**config.mk**
```make
export PLATFORM = sky130hd
export DESIGN_NAME = free_list_slot_allocator_flat
export DESIGN_NICKNAME = d
export VERILOG_FILES = /design/src/rtl/core/flsa_pkg.sv /design/src/rtl/core/flsa_if.sv /design/src/rtl/core/free_list_slot_allocator.sv /design/src/rtl/core/flsa_ram.sv /design/src/rtl/core/flsa_ctrl.sv /design/src/rtl/core/flsa_dpath.sv /design/src/flat_wrapper.sv
export SDC_FILE = /design/constraint.sdc
export NUM_CORES = 2
export LEC_CHECK = 0
export BUFFER_PORTS_ARGS = -buffer_cell sky130_fd_sc_hd__buf_2
export CAP_MARGIN = 20
export CORE_MARGIN = 4
export CORE_UTILIZATION = 63
export DETAILED_ROUTE_END_ITERATION = 10
export PLACE_DENSITY_LB_ADDON = 0.15
export SYNTH_ARGS = -nofsm -noshare
export SYNTH_HDL_FRONTEND = slang
export SYNTH_HIERARCHICAL = 1
export SYNTH_SLANG_ARGS = --single-unit
```
**constraint.sdc**
```tcl
create_clock -name clk_i -period 23.4 [get_ports clk_i]
set_input_delay 3.51 -clock clk_i [delete_from_list [all_inputs] [get_ports clk_i]]
set_output_delay 3.51 -clock clk_i [all_outputs]
set_load 0.005 [all_outputs]
```
**src/rtl/core/flsa_pkg.sv**
```systemverilog
package flsa_pkg;

  // Payload widths of the channels and of the configuration port.
  localparam int FUNC_W     = 2;
  localparam int SLOT_W     = 8;
  localparam int ADDR_W     = 32;
  localparam int USED_W     = 24;
  localparam int ALLOC_W    = 9;
  localparam int STATUS_W   = 2;
  localparam int OBJ_W      = 16;
  localparam int POOL_W     = 32;
  localparam int CFG_IDX_W  = 2;
  localparam int CFG_DATA_W = 32;
  localparam int DIV_CNT_W  = 5;

  // Configuration register indexes.
  localparam logic [CFG_IDX_W-1:0] CFG_BASE_ADDRESS = 2'd0;
  localparam logic [CFG_IDX_W-1:0] CFG_POOL_BYTES   = 2'd1;
  localparam logic [CFG_IDX_W-1:0] CFG_OBJECT_BYTES = 2'd2;

  typedef enum logic [FUNC_W-1:0] {
    FUNC_ALLOC   = 2'd0,
    FUNC_FREE    = 2'd1,
    FUNC_REBUILD = 2'd2,
    FUNC_NOP     = 2'd3
  } func_e;

  typedef enum logic [STATUS_W-1:0] {
    STATUS_OK     = 2'd0,
    STATUS_EMPTY  = 2'd1,
    STATUS_REJECT = 2'd2
  } status_e;

  typedef enum logic [2:0] {
    ST_IDLE,
    ST_EXEC,
    ST_DIV,
    ST_CAP,
    ST_SWEEP,
    ST_FIN
  } state_e;

  // Commands from the controller to the datapath.
  typedef struct packed {
    logic latch;
    logic exec;
    logic div_step;
    logic cap;
    logic sweep_wr;
    logic rebuild_fin;
  } ctrl_cmd_t;

  // Status from the datapath to the controller.
  typedef struct packed {
    logic div_last;
    logic sweep_done;
  } dpath_sts_t;

endpackage

```
**src/rtl/core/flsa_if.sv**
```systemverilog
interface flsa_req_if;
  import flsa_pkg::*;
  logic                valid;
  logic                ready;
  logic [FUNC_W-1:0]   func;
  logic [SLOT_W-1:0]   free_slot;
  modport source (output valid, output func, output free_slot, input ready);
  modport sink   (input valid, input func, input free_slot, output ready);
endinterface

interface flsa_rsp_if;
  import flsa_pkg::*;
  logic                valid;
  logic                ready;
  logic [STATUS_W-1:0] status;
  logic [SLOT_W-1:0]   slot;
  logic [ADDR_W-1:0]   address;
  logic [USED_W-1:0]   used_bytes;
  logic [ALLOC_W-1:0]  allocations;
  modport source (output valid, output status, output slot, output address,
                  output used_bytes, output allocations, input ready);
  modport sink   (input valid, input status, input slot, input address,
                  input used_bytes, input allocations, output ready);
endinterface

interface flsa_cfg_if;
  import flsa_pkg::*;
  logic                  valid;
  logic                  ready;
  logic [CFG_IDX_W-1:0]  index;
  logic [CFG_DATA_W-1:0] data;
  modport source (output valid, output index, output data, input ready);
  modport sink   (input valid, input index, input data, output ready);
endinterface

```
**src/rtl/core/free_list_slot_allocator.sv**
```systemverilog
// Allocate, free and no-op: the request is latched, and the execute state loads the result
// register once it is free. A new request is taken only after the previous one has executed.
// Rebuild: the 32-step divider finds the slot count n, which is capped at SLOTS, and the
// link sweep then writes one entry per cycle before the result register is loaded.
// Reset clears the controller, head (empty list), counters, base and pool size, and sets the
// object size to 1; the link RAM is not cleared and is reachable only after a rebuild links it.
module free_list_slot_allocator #(
  parameter int SLOTS = 256
) (
  input logic         clk_i,
  input logic         rst_ni,
  flsa_req_if.sink    req_i,
  flsa_rsp_if.source  rsp_o,
  flsa_cfg_if.sink    cfg_i
);
  import flsa_pkg::*;

  ctrl_cmd_t  cmd;
  dpath_sts_t sts;

  // Configuration writes are always taken. The user must issue them only while the
  // block is idle so that no register changes mid-operation; the block does not enforce it.
  assign cfg_i.ready = 1'b1;

  // The controller sequences one operation at a time: allocate, free and no-op
  // pass through the execute state; a rebuild runs the divider, caps the slot count,
  // sweeps the link RAM and then reports. The result register in the datapath
  // separates the two sides, so a new request transfer is possible while the
  // previous result still waits.
  flsa_ctrl u_ctrl (
    .clk_i       (clk_i),
    .rst_ni      (rst_ni),
    .req_valid_i (req_i.valid),
    .req_func_i  (req_i.func),
    .req_ready_o (req_i.ready),
    .rsp_valid_o (rsp_o.valid),
    .rsp_ready_i (rsp_o.ready),
    .sts_i       (sts),
    .cmd_o       (cmd)
  );

  // The datapath holds the configuration, the head pointer, the counters, the
  // link RAM, the slot-count divider and the result register.
  flsa_dpath #(
    .SLOTS (SLOTS)
  ) u_dpath (
    .clk_i             (clk_i),
    .rst_ni            (rst_ni),
    .cfg_valid_i       (cfg_i.valid),
    .cfg_index_i       (cfg_i.index),
    .cfg_data_i        (cfg_i.data),
    .req_func_i        (req_i.func),
    .req_free_slot_i   (req_i.free_slot),
    .cmd_i             (cmd),
    .sts_o             (sts),
    .rsp_status_o      (rsp_o.status),
    .rsp_slot_o        (rsp_o.slot),
    .rsp_address_o     (rsp_o.address),
    .rsp_used_bytes_o  (rsp_o.used_bytes),
    .rsp_allocations_o (rsp_o.allocations)
  );

endmodule

```
**src/rtl/core/flsa_ram.sv**
```systemverilog
module flsa_ram #(
  parameter int WIDTH = 9,
  parameter int DEPTH = 256
) (
  input  logic                     clk_i,
  input  logic                     we_i,
  input  logic [$clog2(DEPTH)-1:0] waddr_i,
  input  logic [WIDTH-1:0]         wdata_i,
  input  logic [$clog2(DEPTH)-1:0] raddr_i,
  output logic [WIDTH-1:0]         rdata_o
);

  logic [WIDTH-1:0] mem [DEPTH];
  logic [WIDTH-1:0] rdata_q;

  always_ff @(posedge clk_i) begin
    if (we_i) begin
      mem[waddr_i] <= wdata_i;
    end
    rdata_q <= mem[raddr_i];
  end

  assign rdata_o = rdata_q;

endmodule

```
**src/rtl/core/flsa_ctrl.sv**
```systemverilog
module flsa_ctrl (
  input  logic                        clk_i,
  input  logic                        rst_ni,
  input  logic                        req_valid_i,
  input  logic [flsa_pkg::FUNC_W-1:0] req_func_i,
  output logic                        req_ready_o,
  output logic                        rsp_valid_o,
  input  logic                        rsp_ready_i,
  input  flsa_pkg::dpath_sts_t        sts_i,
  output flsa_pkg::ctrl_cmd_t         cmd_o
);
  import flsa_pkg::*;

  state_e    state_q, state_d;
  logic      rsp_valid_q, rsp_valid_d;
  logic      out_free;
  ctrl_cmd_t cmd;

  // The result register can take a new value when empty or drained this cycle.
  assign out_free = !rsp_valid_q || rsp_ready_i;

  always_ff @(posedge clk_i or negedge rst_ni) begin
    if (!rst_ni) begin
      state_q     <= ST_IDLE;
      rsp_valid_q <= 1'b0;
    end else begin
      state_q     <= state_d;
      rsp_valid_q <= rsp_valid_d;
    end
  end

  always_comb begin
    state_d     = state_q;
    cmd         = '0;
    req_ready_o = 1'b0;
    case (state_q)
      ST_IDLE: begin
        req_ready_o = 1'b1;
        if (req_valid_i) begin
          cmd.latch = 1'b1;
          state_d   = (func_e'(req_func_i) == FUNC_REBUILD) ? ST_DIV : ST_EXEC;
        end
      end
      ST_EXEC: begin
        if (out_free) begin
          cmd.exec = 1'b1;
          state_d  = ST_IDLE;
        end
      end
      ST_DIV: begin
        cmd.div_step = 1'b1;
        if (sts_i.div_last) begin
          state_d = ST_CAP;
        end
      end
      ST_CAP: begin
        cmd.cap = 1'b1;
        state_d = ST_SWEEP;
      end
      ST_SWEEP: begin
        if (sts_i.sweep_done) begin
          state_d = ST_FIN;
        end else begin
          cmd.sweep_wr = 1'b1;
        end
      end
      ST_FIN: begin
        if (out_free) begin
          cmd.rebuild_fin = 1'b1;
          state_d         = ST_IDLE;
        end
      end
      default: begin
        state_d = ST_IDLE;
      end
    endcase
  end

  always_comb begin
    rsp_valid_d = rsp_valid_q;
    if (cmd.exec || cmd.rebuild_fin) begin
      rsp_valid_d = 1'b1;
    end else if (rsp_ready_i) begin
      rsp_valid_d = 1'b0;
    end
  end

  assign rsp_valid_o = rsp_valid_q;
  assign cmd_o       = cmd;

endmodule

```
**src/rtl/core/flsa_dpath.sv**
```systemverilog
module flsa_dpath #(
  parameter int SLOTS = 256
) (
  input  logic                            clk_i,
  input  logic                            rst_ni,
  input  logic                            cfg_valid_i,
  input  logic [flsa_pkg::CFG_IDX_W-1:0]  cfg_index_i,
  input  logic [flsa_pkg::CFG_DATA_W-1:0] cfg_data_i,
  input  logic [flsa_pkg::FUNC_W-1:0]     req_func_i,
  input  logic [flsa_pkg::SLOT_W-1:0]     req_free_slot_i,
  input  flsa_pkg::ctrl_cmd_t             cmd_i,
  output flsa_pkg::dpath_sts_t            sts_o,
  output logic [flsa_pkg::STATUS_W-1:0]   rsp_status_o,
  output logic [flsa_pkg::SLOT_W-1:0]     rsp_slot_o,
  output logic [flsa_pkg::ADDR_W-1:0]     rsp_address_o,
  output logic [flsa_pkg::USED_W-1:0]     rsp_used_bytes_o,
  output logic [flsa_pkg::ALLOC_W-1:0]    rsp_allocations_o
);
  import flsa_pkg::*;

  localparam int IW = $clog2(SLOTS);
  localparam int LW = $clog2(SLOTS + 1);
  localparam int CW = (LW > SLOT_W) ? LW : SLOT_W;
  localparam int PW = IW + OBJ_W;
  localparam logic [LW-1:0] NullLink = LW'(SLOTS);

  // Configuration.
  logic [ADDR_W-1:0]  base_q;
  logic [POOL_W-1:0]  pool_q;
  logic [OBJ_W-1:0]   obj_q;
  logic [OBJ_W-1:0]   obj_size;

  // List and counters.
  logic [LW-1:0]      head_q, head_d;
  logic [LW-1:0]      slot_total_q, slot_total_d;
  logic [USED_W-1:0]  used_q, used_d;
  logic [ALLOC_W-1:0] count_q, count_d;

  // Latched request, address product, divider and sweep.
  func_e              func_q;
  logic [SLOT_W-1:0]  fslot_q;
  logic [PW-1:0]      prod_q;
  logic [OBJ_W-1:0]   rem_q;
  logic [POOL_W-1:0]  quo_q;
  logic [DIV_CNT_W-1:0] div_cnt_q;
  logic [LW-1:0]      n_q;
  logic [LW-1:0]      idx_q;
  logic [OBJ_W:0]     div_shift;
  logic               div_ge;
  logic [LW-1:0]      idx_nxt;
  logic [LW-1:0]      sweep_link;

  // Link store port.
  logic               ram_we;
  logic [IW-1:0]      ram_waddr;
  logic [LW-1:0]      ram_wdata;
  logic [LW-1:0]      ram_rdata;

  // Result register.
  logic [STATUS_W-1:0] out_status_q;
  logic [SLOT_W-1:0]   out_slot_q;
  logic [ADDR_W-1:0]   out_addr_q;
  logic [USED_W-1:0]   out_used_q;
  logic [ALLOC_W-1:0]  out_count_q;
  status_e             status_d;
  logic [SLOT_W-1:0]   slot_d;
  logic [ADDR_W-1:0]   addr_d;

  logic alloc_ok;
  logic free_ok;

  assign obj_size = (obj_q == '0) ? OBJ_W'(1) : obj_q;

  always_ff @(posedge clk_i or negedge rst_ni) begin
    if (!rst_ni) begin
      base_q       <= '0;
      pool_q       <= '0;
      obj_q        <= OBJ_W'(1);
      head_q       <= NullLink;
      slot_total_q <= '0;
      used_q       <= '0;
      count_q      <= '0;
    end else begin
      if (cfg_valid_i) begin
        case (cfg_index_i)
          CFG_BASE_ADDRESS: base_q <= cfg_data_i;
          CFG_POOL_BYTES:   pool_q <= cfg_data_i;
          CFG_OBJECT_BYTES: obj_q  <= cfg_data_i[OBJ_W-1:0];
          default: ;
        endcase
      end
      head_q       <= head_d;
      slot_total_q <= slot_total_d;
      used_q       <= used_d;
      count_q      <= count_d;
    end
  end

  // Restoring divider step: one quotient bit per cycle.
  assign div_shift = {rem_q, quo_q[POOL_W-1]};
  assign div_ge    = (div_shift >= {1'b0, obj_size});

  always_ff @(posedge clk_i) begin
    prod_q <= head_q[IW-1:0] * obj_size;
    if (cmd_i.latch) begin
      func_q    <= func_e'(req_func_i);
      fslot_q   <= req_free_slot_i;
      rem_q     <= '0;
      quo_q     <= pool_q;
      div_cnt_q <= '0;
    end
    if (cmd_i.div_step) begin
      rem_q     <= div_ge ? OBJ_W'(div_shift - {1'b0, obj_size}) : div_shift[OBJ_W-1:0];
      quo_q     <= {quo_q[POOL_W-2:0], div_ge};
      div_cnt_q <= div_cnt_q + DIV_CNT_W'(1);
    end
    if (cmd_i.cap) begin
      n_q   <= (quo_q > POOL_W'(SLOTS)) ? NullLink : LW'(quo_q);
      idx_q <= '0;
    end
    if (cmd_i.sweep_wr) begin
      idx_q <= idx_nxt;
    end
    if (cmd_i.exec || cmd_i.rebuild_fin) begin
      out_status_q <= status_d;
      out_slot_q   <= slot_d;
      out_addr_q   <= addr_d;
      out_used_q   <= used_d;
      out_count_q  <= count_d;
    end
  end

  assign sts_o.div_last   = (div_cnt_q == '1);
  assign sts_o.sweep_done = (idx_q == n_q);

  assign idx_nxt    = idx_q + LW'(1);
  assign sweep_link = (idx_nxt < n_q) ? idx_nxt : NullLink;

  assign alloc_ok = (head_q < NullLink);
  assign free_ok  = (count_q != '0) && (CW'(fslot_q) < CW'(slot_total_q));

  always_comb begin
    head_d       = head_q;
    slot_total_d = slot_total_q;
    used_d       = used_q;
    count_d      = count_q;
    status_d     = STATUS_OK;
    slot_d       = '0;
    addr_d       = '0;
    ram_we       = 1'b0;
    ram_waddr    = idx_q[IW-1:0];
    ram_wdata    = sweep_link;
    if (cmd_i.exec) begin
      case (func_q)
        FUNC_ALLOC: begin
          if (alloc_ok) begin
            slot_d  = SLOT_W'(head_q);
            addr_d  = base_q + ADDR_W'(prod_q);
            head_d  = ram_rdata;
            used_d  = used_q + USED_W'(obj_size);
            count_d = count_q + ALLOC_W'(1);
          end else begin
            status_d = STATUS_EMPTY;
          end
        end
        FUNC_FREE: begin
          if (free_ok) begin
            ram_we    = 1'b1;
            ram_waddr = IW'(fslot_q);
            ram_wdata = head_q;
            head_d    = LW'(fslot_q);
            used_d    = used_q - USED_W'(obj_size);
            count_d   = count_q - ALLOC_W'(1);
          end else begin
            status_d = STATUS_REJECT;
          end
        end
        default: ;
      endcase
    end else if (cmd_i.sweep_wr) begin
      ram_we = 1'b1;
    end else if (cmd_i.rebuild_fin) begin
      head_d       = (n_q != '0) ? '0 : NullLink;
      slot_total_d = n_q;
      used_d       = '0;
      count_d      = '0;
    end
  end

  flsa_ram #(
    .WIDTH (LW),
    .DEPTH (SLOTS)
  ) u_link_ram (
    .clk_i   (clk_i),
    .we_i    (ram_we),
    .waddr_i (ram_waddr),
    .wdata_i (ram_wdata),
    .raddr_i (head_q[IW-1:0]),
    .rdata_o (ram_rdata)
  );

  assign rsp_status_o      = out_status_q;
  assign rsp_slot_o        = out_slot_q;
  assign rsp_address_o     = out_addr_q;
  assign rsp_used_bytes_o  = out_used_q;
  assign rsp_allocations_o = out_count_q;

endmodule

```
**src/flat_wrapper.sv**
```systemverilog
// flat-port wrapper written by rule: the top's interface ports become plain ports
module free_list_slot_allocator_flat import flsa_pkg::*;
#(
  parameter int SLOTS = 256
)
  (clk_i, rst_ni, req_i_valid, req_i_func, req_i_free_slot, req_i_ready, rsp_o_valid, rsp_o_status, rsp_o_slot, rsp_o_address, rsp_o_used_bytes, rsp_o_allocations, rsp_o_ready, cfg_i_valid, cfg_i_index, cfg_i_data, cfg_i_ready);
  flsa_req_if req_i_i ();
  flsa_rsp_if rsp_o_i ();
  flsa_cfg_if cfg_i_i ();
  input logic clk_i;
  input logic rst_ni;
  input wire logic [$bits(req_i_i.valid)-1:0] req_i_valid;
  input wire logic [$bits(req_i_i.func)-1:0] req_i_func;
  input wire logic [$bits(req_i_i.free_slot)-1:0] req_i_free_slot;
  output wire logic [$bits(req_i_i.ready)-1:0] req_i_ready;
  output wire logic [$bits(rsp_o_i.valid)-1:0] rsp_o_valid;
  output wire logic [$bits(rsp_o_i.status)-1:0] rsp_o_status;
  output wire logic [$bits(rsp_o_i.slot)-1:0] rsp_o_slot;
  output wire logic [$bits(rsp_o_i.address)-1:0] rsp_o_address;
  output wire logic [$bits(rsp_o_i.used_bytes)-1:0] rsp_o_used_bytes;
  output wire logic [$bits(rsp_o_i.allocations)-1:0] rsp_o_allocations;
  input wire logic [$bits(rsp_o_i.ready)-1:0] rsp_o_ready;
  input wire logic [$bits(cfg_i_i.valid)-1:0] cfg_i_valid;
  input wire logic [$bits(cfg_i_i.index)-1:0] cfg_i_index;
  input wire logic [$bits(cfg_i_i.data)-1:0] cfg_i_data;
  output wire logic [$bits(cfg_i_i.ready)-1:0] cfg_i_ready;
  assign req_i_i.valid = req_i_valid;
  assign req_i_i.func = req_i_func;
  assign req_i_i.free_slot = req_i_free_slot;
  assign req_i_ready = req_i_i.ready;
  assign rsp_o_valid = rsp_o_i.valid;
  assign rsp_o_status = rsp_o_i.status;
  assign rsp_o_slot = rsp_o_i.slot;
  assign rsp_o_address = rsp_o_i.address;
  assign rsp_o_used_bytes = rsp_o_i.used_bytes;
  assign rsp_o_allocations = rsp_o_i.allocations;
  assign rsp_o_i.ready = rsp_o_ready;
  assign cfg_i_i.valid = cfg_i_valid;
  assign cfg_i_i.index = cfg_i_index;
  assign cfg_i_i.data = cfg_i_data;
  assign cfg_i_ready = cfg_i_i.ready;
  free_list_slot_allocator #(.SLOTS(SLOTS)) u_core (.clk_i(clk_i), .rst_ni(rst_ni), .req_i(req_i_i), .rsp_o(rsp_o_i), .cfg_i(cfg_i_i));
endmodule
```
# ---- Word level (Yosys, flattened, before mapping)
# Memories as Yosys holds them, arrays and structs flattened. A register that Yosys moved wholly into a read port is not among the register bits.
# Cells that the tools add are included.
# Widths: inputs -> output; s select.
dict set report totals {
  ff_bits 315
  ramBits 2304
  in_bits 49
  out_inout_bits 78
  mem_count 1
}
# memory words word_bits read_ports rd_clocked_by_memory_dff write_ports line
set mem_list {}
lappend mem_list {u_core.u_dpath.u_link_ram.mem 256 9 1 1 1 flsa_ram.sv:13} ;# logic [WIDTH-1:0] mem [DEPTH];
dict set report classes {
  n_addsub 8
  n_mul 1
  order_cmp 5
  eq_ne 19
  muxes 63
  bitwise_logic 2
  reduce_logical 22
}
# cell count
set op_table {}
lappend op_table {{$mux 9} 17}
lappend op_table {{$mux 24} 5}
lappend op_table {{$mux 16} 4}
lappend op_table {{$mux 32} 2}
lappend op_table {{$pmux 24 s2} 1}
lappend op_table {{$pmux 9 s2} 2}
lappend op_table {{$add 32x24->32} 1}
lappend op_table {{$gt 32x9->1 const B} 1}
lappend op_table {{$add 24x16->24} 1}
lappend op_table {{$mul 8x16->24} 1}
lappend op_table {{$mux 8} 3}
lappend op_table {{$sub 24x16->24} 1}
lappend op_table {{$mux 1} 19}
lappend op_table {{$add 9x1->9 const B} 2}
lappend op_table {{$reduce_bool 9->1} 2}
lappend op_table {{$ge 17x16->1} 1}
lappend op_table {{$logic_not 16->1} 1}
lappend op_table {{$sub 16x16->16} 1}
lappend op_table {{$pmux 3 s5} 1}
lappend op_table {{$mux 3} 4}
lappend op_table {{$mux 5} 2}
lappend op_table {{$eq 9x9->1} 1}
lappend op_table {{$lt 8x9->1} 1}
lappend op_table {{$lt 9x9->1} 1}
lappend op_table {{26 further kinds} 45}

# ---- Depth between registers and ports, before layout
dict set report depth {
  ltp_word 7
  ltp_mapped 20
  mapped_depth_nobuf 20
}

# ---- By module
# The synthesis kept the hierarchy.
# module n_inst cells_per_inst area_each_um2 seq_area_each_um2
set modules_own_cells {}
lappend modules_own_cells {flsa_ram 1 4237 89278.1 69366.5}
lappend modules_own_cells {flsa_dpath 1 2044 20763.7 8445.6}
lappend modules_own_cells {flsa_ctrl 1 32 287.8 100.1}
lappend modules_own_cells {free_list_slot_allocator 1 2 11.3 0.0}

# ---- Worst setup path after synthesis
# Ideal clock, no wire load.
dict set report synth_timing {
  path_kind {input-to-reg}
  from {input rsp_o_ready}
  to {memory u_core.u_dpath.u_link_ram.mem[0][4] (data pin)}
  setup_ps 2955
  t_arrival_ps 18519
  required_time_ps 20445
  setup_slack_ps 1925
  stages 7
  path_buffers 1
  path_cell_list {nand2b_1 nand2_1 nor2_1 nand3_1 nor3_1 clkbuf_1 o41ai_1}
}
# element line
set synth_lines {}
lappend synth_lines {{from (decl)} flat_wrapper.sv:22} ;# input wire logic [$bits(rsp_o_i.ready)-1:0] rsp_o_ready;
lappend synth_lines {{to (decl)} flsa_ram.sv:13}

==> flow_summary_export.csv <==
group,metric,value,unit
placement,postPlaceCellArea,113000,um2
clocking,post_cts_buffers,0,
detailed_routing,wl_met2,131500,um
synthesis,synth_most_common_cell,"edfxtp_1",
setup_path,r2r_start,"u_core/u_dpath/obj_q[4]",
timing,skew,0.07972,ns
die,dieArea,181900,um2
grt,grt_pass1_wl,416000,um
timing,fin_crit,8.127,ns
die,ios,127,
setup_path,path_max_fanout,76,
setup_path,critPathLaunchType,"input port",
placement,hpwl,174700,um
synthesis,syn_inst,6315,
placement,gp_congestion,0.9053,
grt,track_usage,0.3166,
timing,tns,0,ns
clocking,clock_path_buffers,4,
clocking,cts_hold_buf,0,
setup_path,crit_path_cell_trace,"buf_2 > nand2b_1 > nand2_1 > nor2_2 > buf_4 > nand3_1 > nor3_2 > buf_4 > nand2_1 > o41ai_2 > buf_4 > buf_4 > buf_4 > buf_4",
grt,grt_max_degree,188,
placement,pre_cts_slack,14.48,ns
synthesis,synth_top_area_frac,0.6695,
clocking,cts_resized,0,
timing,hold_ws,0.4951,ns
timing,hold_violations,0,
pwr,cellPowerDensity,131.1,nW/um2
die,die_h,426.5,um
detailed_routing,routed.top_layer,"met5",
setup_path,worstPathRequired,23.95,ns
timing,relSlewSlack,0.1851,
die,num_rows,153,
outcome,status,"complete, no violations",
synthesis,syn_nets,6590,
synthesis,syn_area,110300,um2
setup_path,rr_endpoint,"u_core/u_dpath/prod_q[22]",
setup_path,reg2reg_depth,18,
detailed_routing,vias,61430,
synthesis,synth_top_area_cell,"edfxtp_1",
placement,dp.cells,8514,
finish,syn_to_final_growth,10.34,%
synthesis,ys_ff_latch,2628,
hold_path,holdPathStages,2,
detailed_routing,wl_met1,107000,um
detailed_routing,wirelength,285600,um
detailed_routing,wl_met3,36110,um
setup_path,slowest_stage,"buf_4",
finish,drive_gt1_frac,0.1917,
detailed_routing,vias_per_cell,6.830,
setup_path,critical_path_class,"in2reg",
setup_path,r2r_setup_slack,16.93,ns
synthesis,synth_warnings,6,
grt,grt.overflow.total,0,
synthesis,synthFlopType,"edfxtp_1",
timing,rsz0062_at_grt,"false",
detailed_routing,wire_per_inst,31.76,um
clocking,clkSinkCount,2628,
setup_path,crit_top_cell,"buf_4",
synthesis,syn_avg_cell_area,17.47,um2
hold_path,hold_path_end,"u_core/u_dpath/slot_total_q[0]",
clocking,ctsRootBufferMaster,"clkbuf_16",
synthesis,synthTopCellsByArea,"edfxtp_1, mux4_2, dfrtp_1",
clocking,htreeDepth,5,
clocking,cts_tree,"yes",
detailed_routing,dr.first_iter.drc_count,8770,
timing,slew_violations,0,
synthesis,synth_common_cells,"edfxtp_1, mux4_2, nor2_1, nand2_1, clkbuf_1",
finish,stdcell_count,8993,
timing,timing_worst_slew_pin_value,1.219,ns
detailed_routing,drc,0,
placement,port-buffer-count,125,
job,maxCapViolCount,0,
synthesis,synthArstFlopShare,0.05137,
clocking,cts-buffers-inserted,276,
finish,regArea,77930,um2
grt,antenna_found_initial,4,
finish,final_area,121800,um2
die,initial_core_util,0.6341,
clocking,clkTransAtPathRegs,0.06,ns
timing,setup_slack,15.27,ns
clocking,insertion_delay,0.92,ns
hold_path,hp-class,"reg2reg",
timing,setup_violations,0,
synthesis,seq_area_frac_synth,0.7061,
pwr,p_leak,39.77,nW
synthesis,synth.distinct_cells,97,
timing,fin_crit_sh,0.3473,
finish,nets,6745,
setup_path,end_kind,"flop",
die,die_w,426.5,um
pwr,ir_drop,176.7,uV
timing,max_freq,0.1231,GHz
finish,fillCellCount,10800,
die,core_area,174000,um2
grt,grt_pass1_vias,60010,
hold_path,min_from,"u_core/u_dpath/slot_total_q[0]",
setup_path,cp_slowest_stage_delay,0.83,ns
detailed_routing,dr.pass1.iters,8,
synthesis,synth_edf_count,2460,
setup_path,arrival,8.68,ns
finish,multi_input_area,29880,um2
detailed_routing,drtAntennaViolNets,0,
==> final cells by class <==
type	count	share of cell area
antenna	6	0.0001233
clock buffer	337	0.06076
clock inverter	133	0.01089
inverter	194	0.005981
multi-input combinational	3133	0.2454
sequential	2628	0.6400
tap	2325	0.02389
timing repair buffer	237	0.01290
==> power by group <==
group	switching, W	internal [W]	leakage [nW]
Combinational	0.00354	0.00173	11.3
Sequential	0.000279	0.00616	24.2
Clock	0.00175	0.00251	4.22
Total	0.00557	0.0104	39.8
==> cells by family (layout without fill, tap and decap cells) <==
kind of cell             after synthesis  in the layout  share of synthesized area
other                                  1              7                 0.00003399
adder cells (fa/ha/maj)              226            226                    0.03161
buffers and inverters                554            901                    0.02449
AND/OR/NAND/NOR                     1159           1159                    0.05054
multiplexers                         798            798                     0.1282
XOR/XNOR                              75             75                   0.005953
AO/OA/AOI/OAI                        874            874                    0.05310
flip-flops                          2628           2628                     0.7061
==> metrics by stage <==
| step | util | total power, W |
|---|---|---|
| after floorplan | - | 0.01023 |
| after global placement | 0.6492 | 0.01162 |
| after detailed placement | 0.6494 | 0.01170 |
| after CTS | 0.6995 | 0.01593 |
| after global routing | 0.6996 | 0.01657 |
| final | 0.6997 | 0.01597 |
==> cells in the final DEF, fill, tap and decap left out, types with 40 or more instances in the layout <==
master / instances
mux2_2: 131
mux4_2: 467
nor3_1: 62
a21oi_1: 199
fa_1: 88
clkbuf_16: 285
edfxtp_1: 2460
a22oi_1: 179
inv_1: 192
nand3_1: 67
nand2_1: 248
buf_2: 128
nor4_1: 50
buf_4: 99
nor2_1: 401
o22ai_1: 74
a211oi_1: 40
clkbuf_1: 45
nor2b_1: 47
mux2i_1: 191
and2_1: 121
dfrtp_1: 127
o221ai_1: 41
o21ai_0: 111
clkinv_1: 44
ha_1: 138
xnor2_1: 49
==> worst max-delay path: cells and delay by family <==
kind | cells | cell delay, ns
buf+inv | 7 | 3.96
compound gates | 1 | 0.09
simple gates | 6 | 0.91
==> how the worst max path moves through the flow <==
stage / startpoint / end / depth (start not counted)
final: rsp_o_ready / u_core/u_dpath/u_link_ram/mem[129][2] / 14
after global routing: rsp_o_ready / u_core/u_dpath/u_link_ram/mem[129][2] / 14
after CTS: rsp_o_ready / u_core/u_dpath/u_link_ram/mem[162][2] / 14
after detailed placement: rsp_o_ready / u_core/u_dpath/u_link_ram/mem[162][2] / 14
after global placement: rsp_o_ready / u_core/u_dpath/u_link_ram/mem[160][2] / 14
after floorplan: rsp_o_ready / u_core/u_dpath/u_link_ram/mem[0][4] / 7
==> registers in the layout (all words and copies together), names as in the netlist, 16 cells and up <==
register and flops:
u_core/u_dpath/base_q 32, u_core/u_dpath/obj_q 16, u_core/u_dpath/pool_q 32, u_core/u_dpath/prod_q 24, u_core/u_dpath/quo_q 32, u_core/u_dpath/rem_q 16, u_core/u_dpath/rsp_address_o 32, u_core/u_dpath/rsp_used_bytes_o 24
u_core/u_dpath/u_link_ram/mem 2304, u_core/u_dpath/used_q 24
==> per-layer routing <==
metal / vias up / track usage
met5: - / 0
met4: 6 / 0.1086
met3: 588 / 0.08863
met2: 4144 / 0.4768
met1: 31380 / 0.4538
li1: 25310 / -
(Power assumes the default switching activity.)
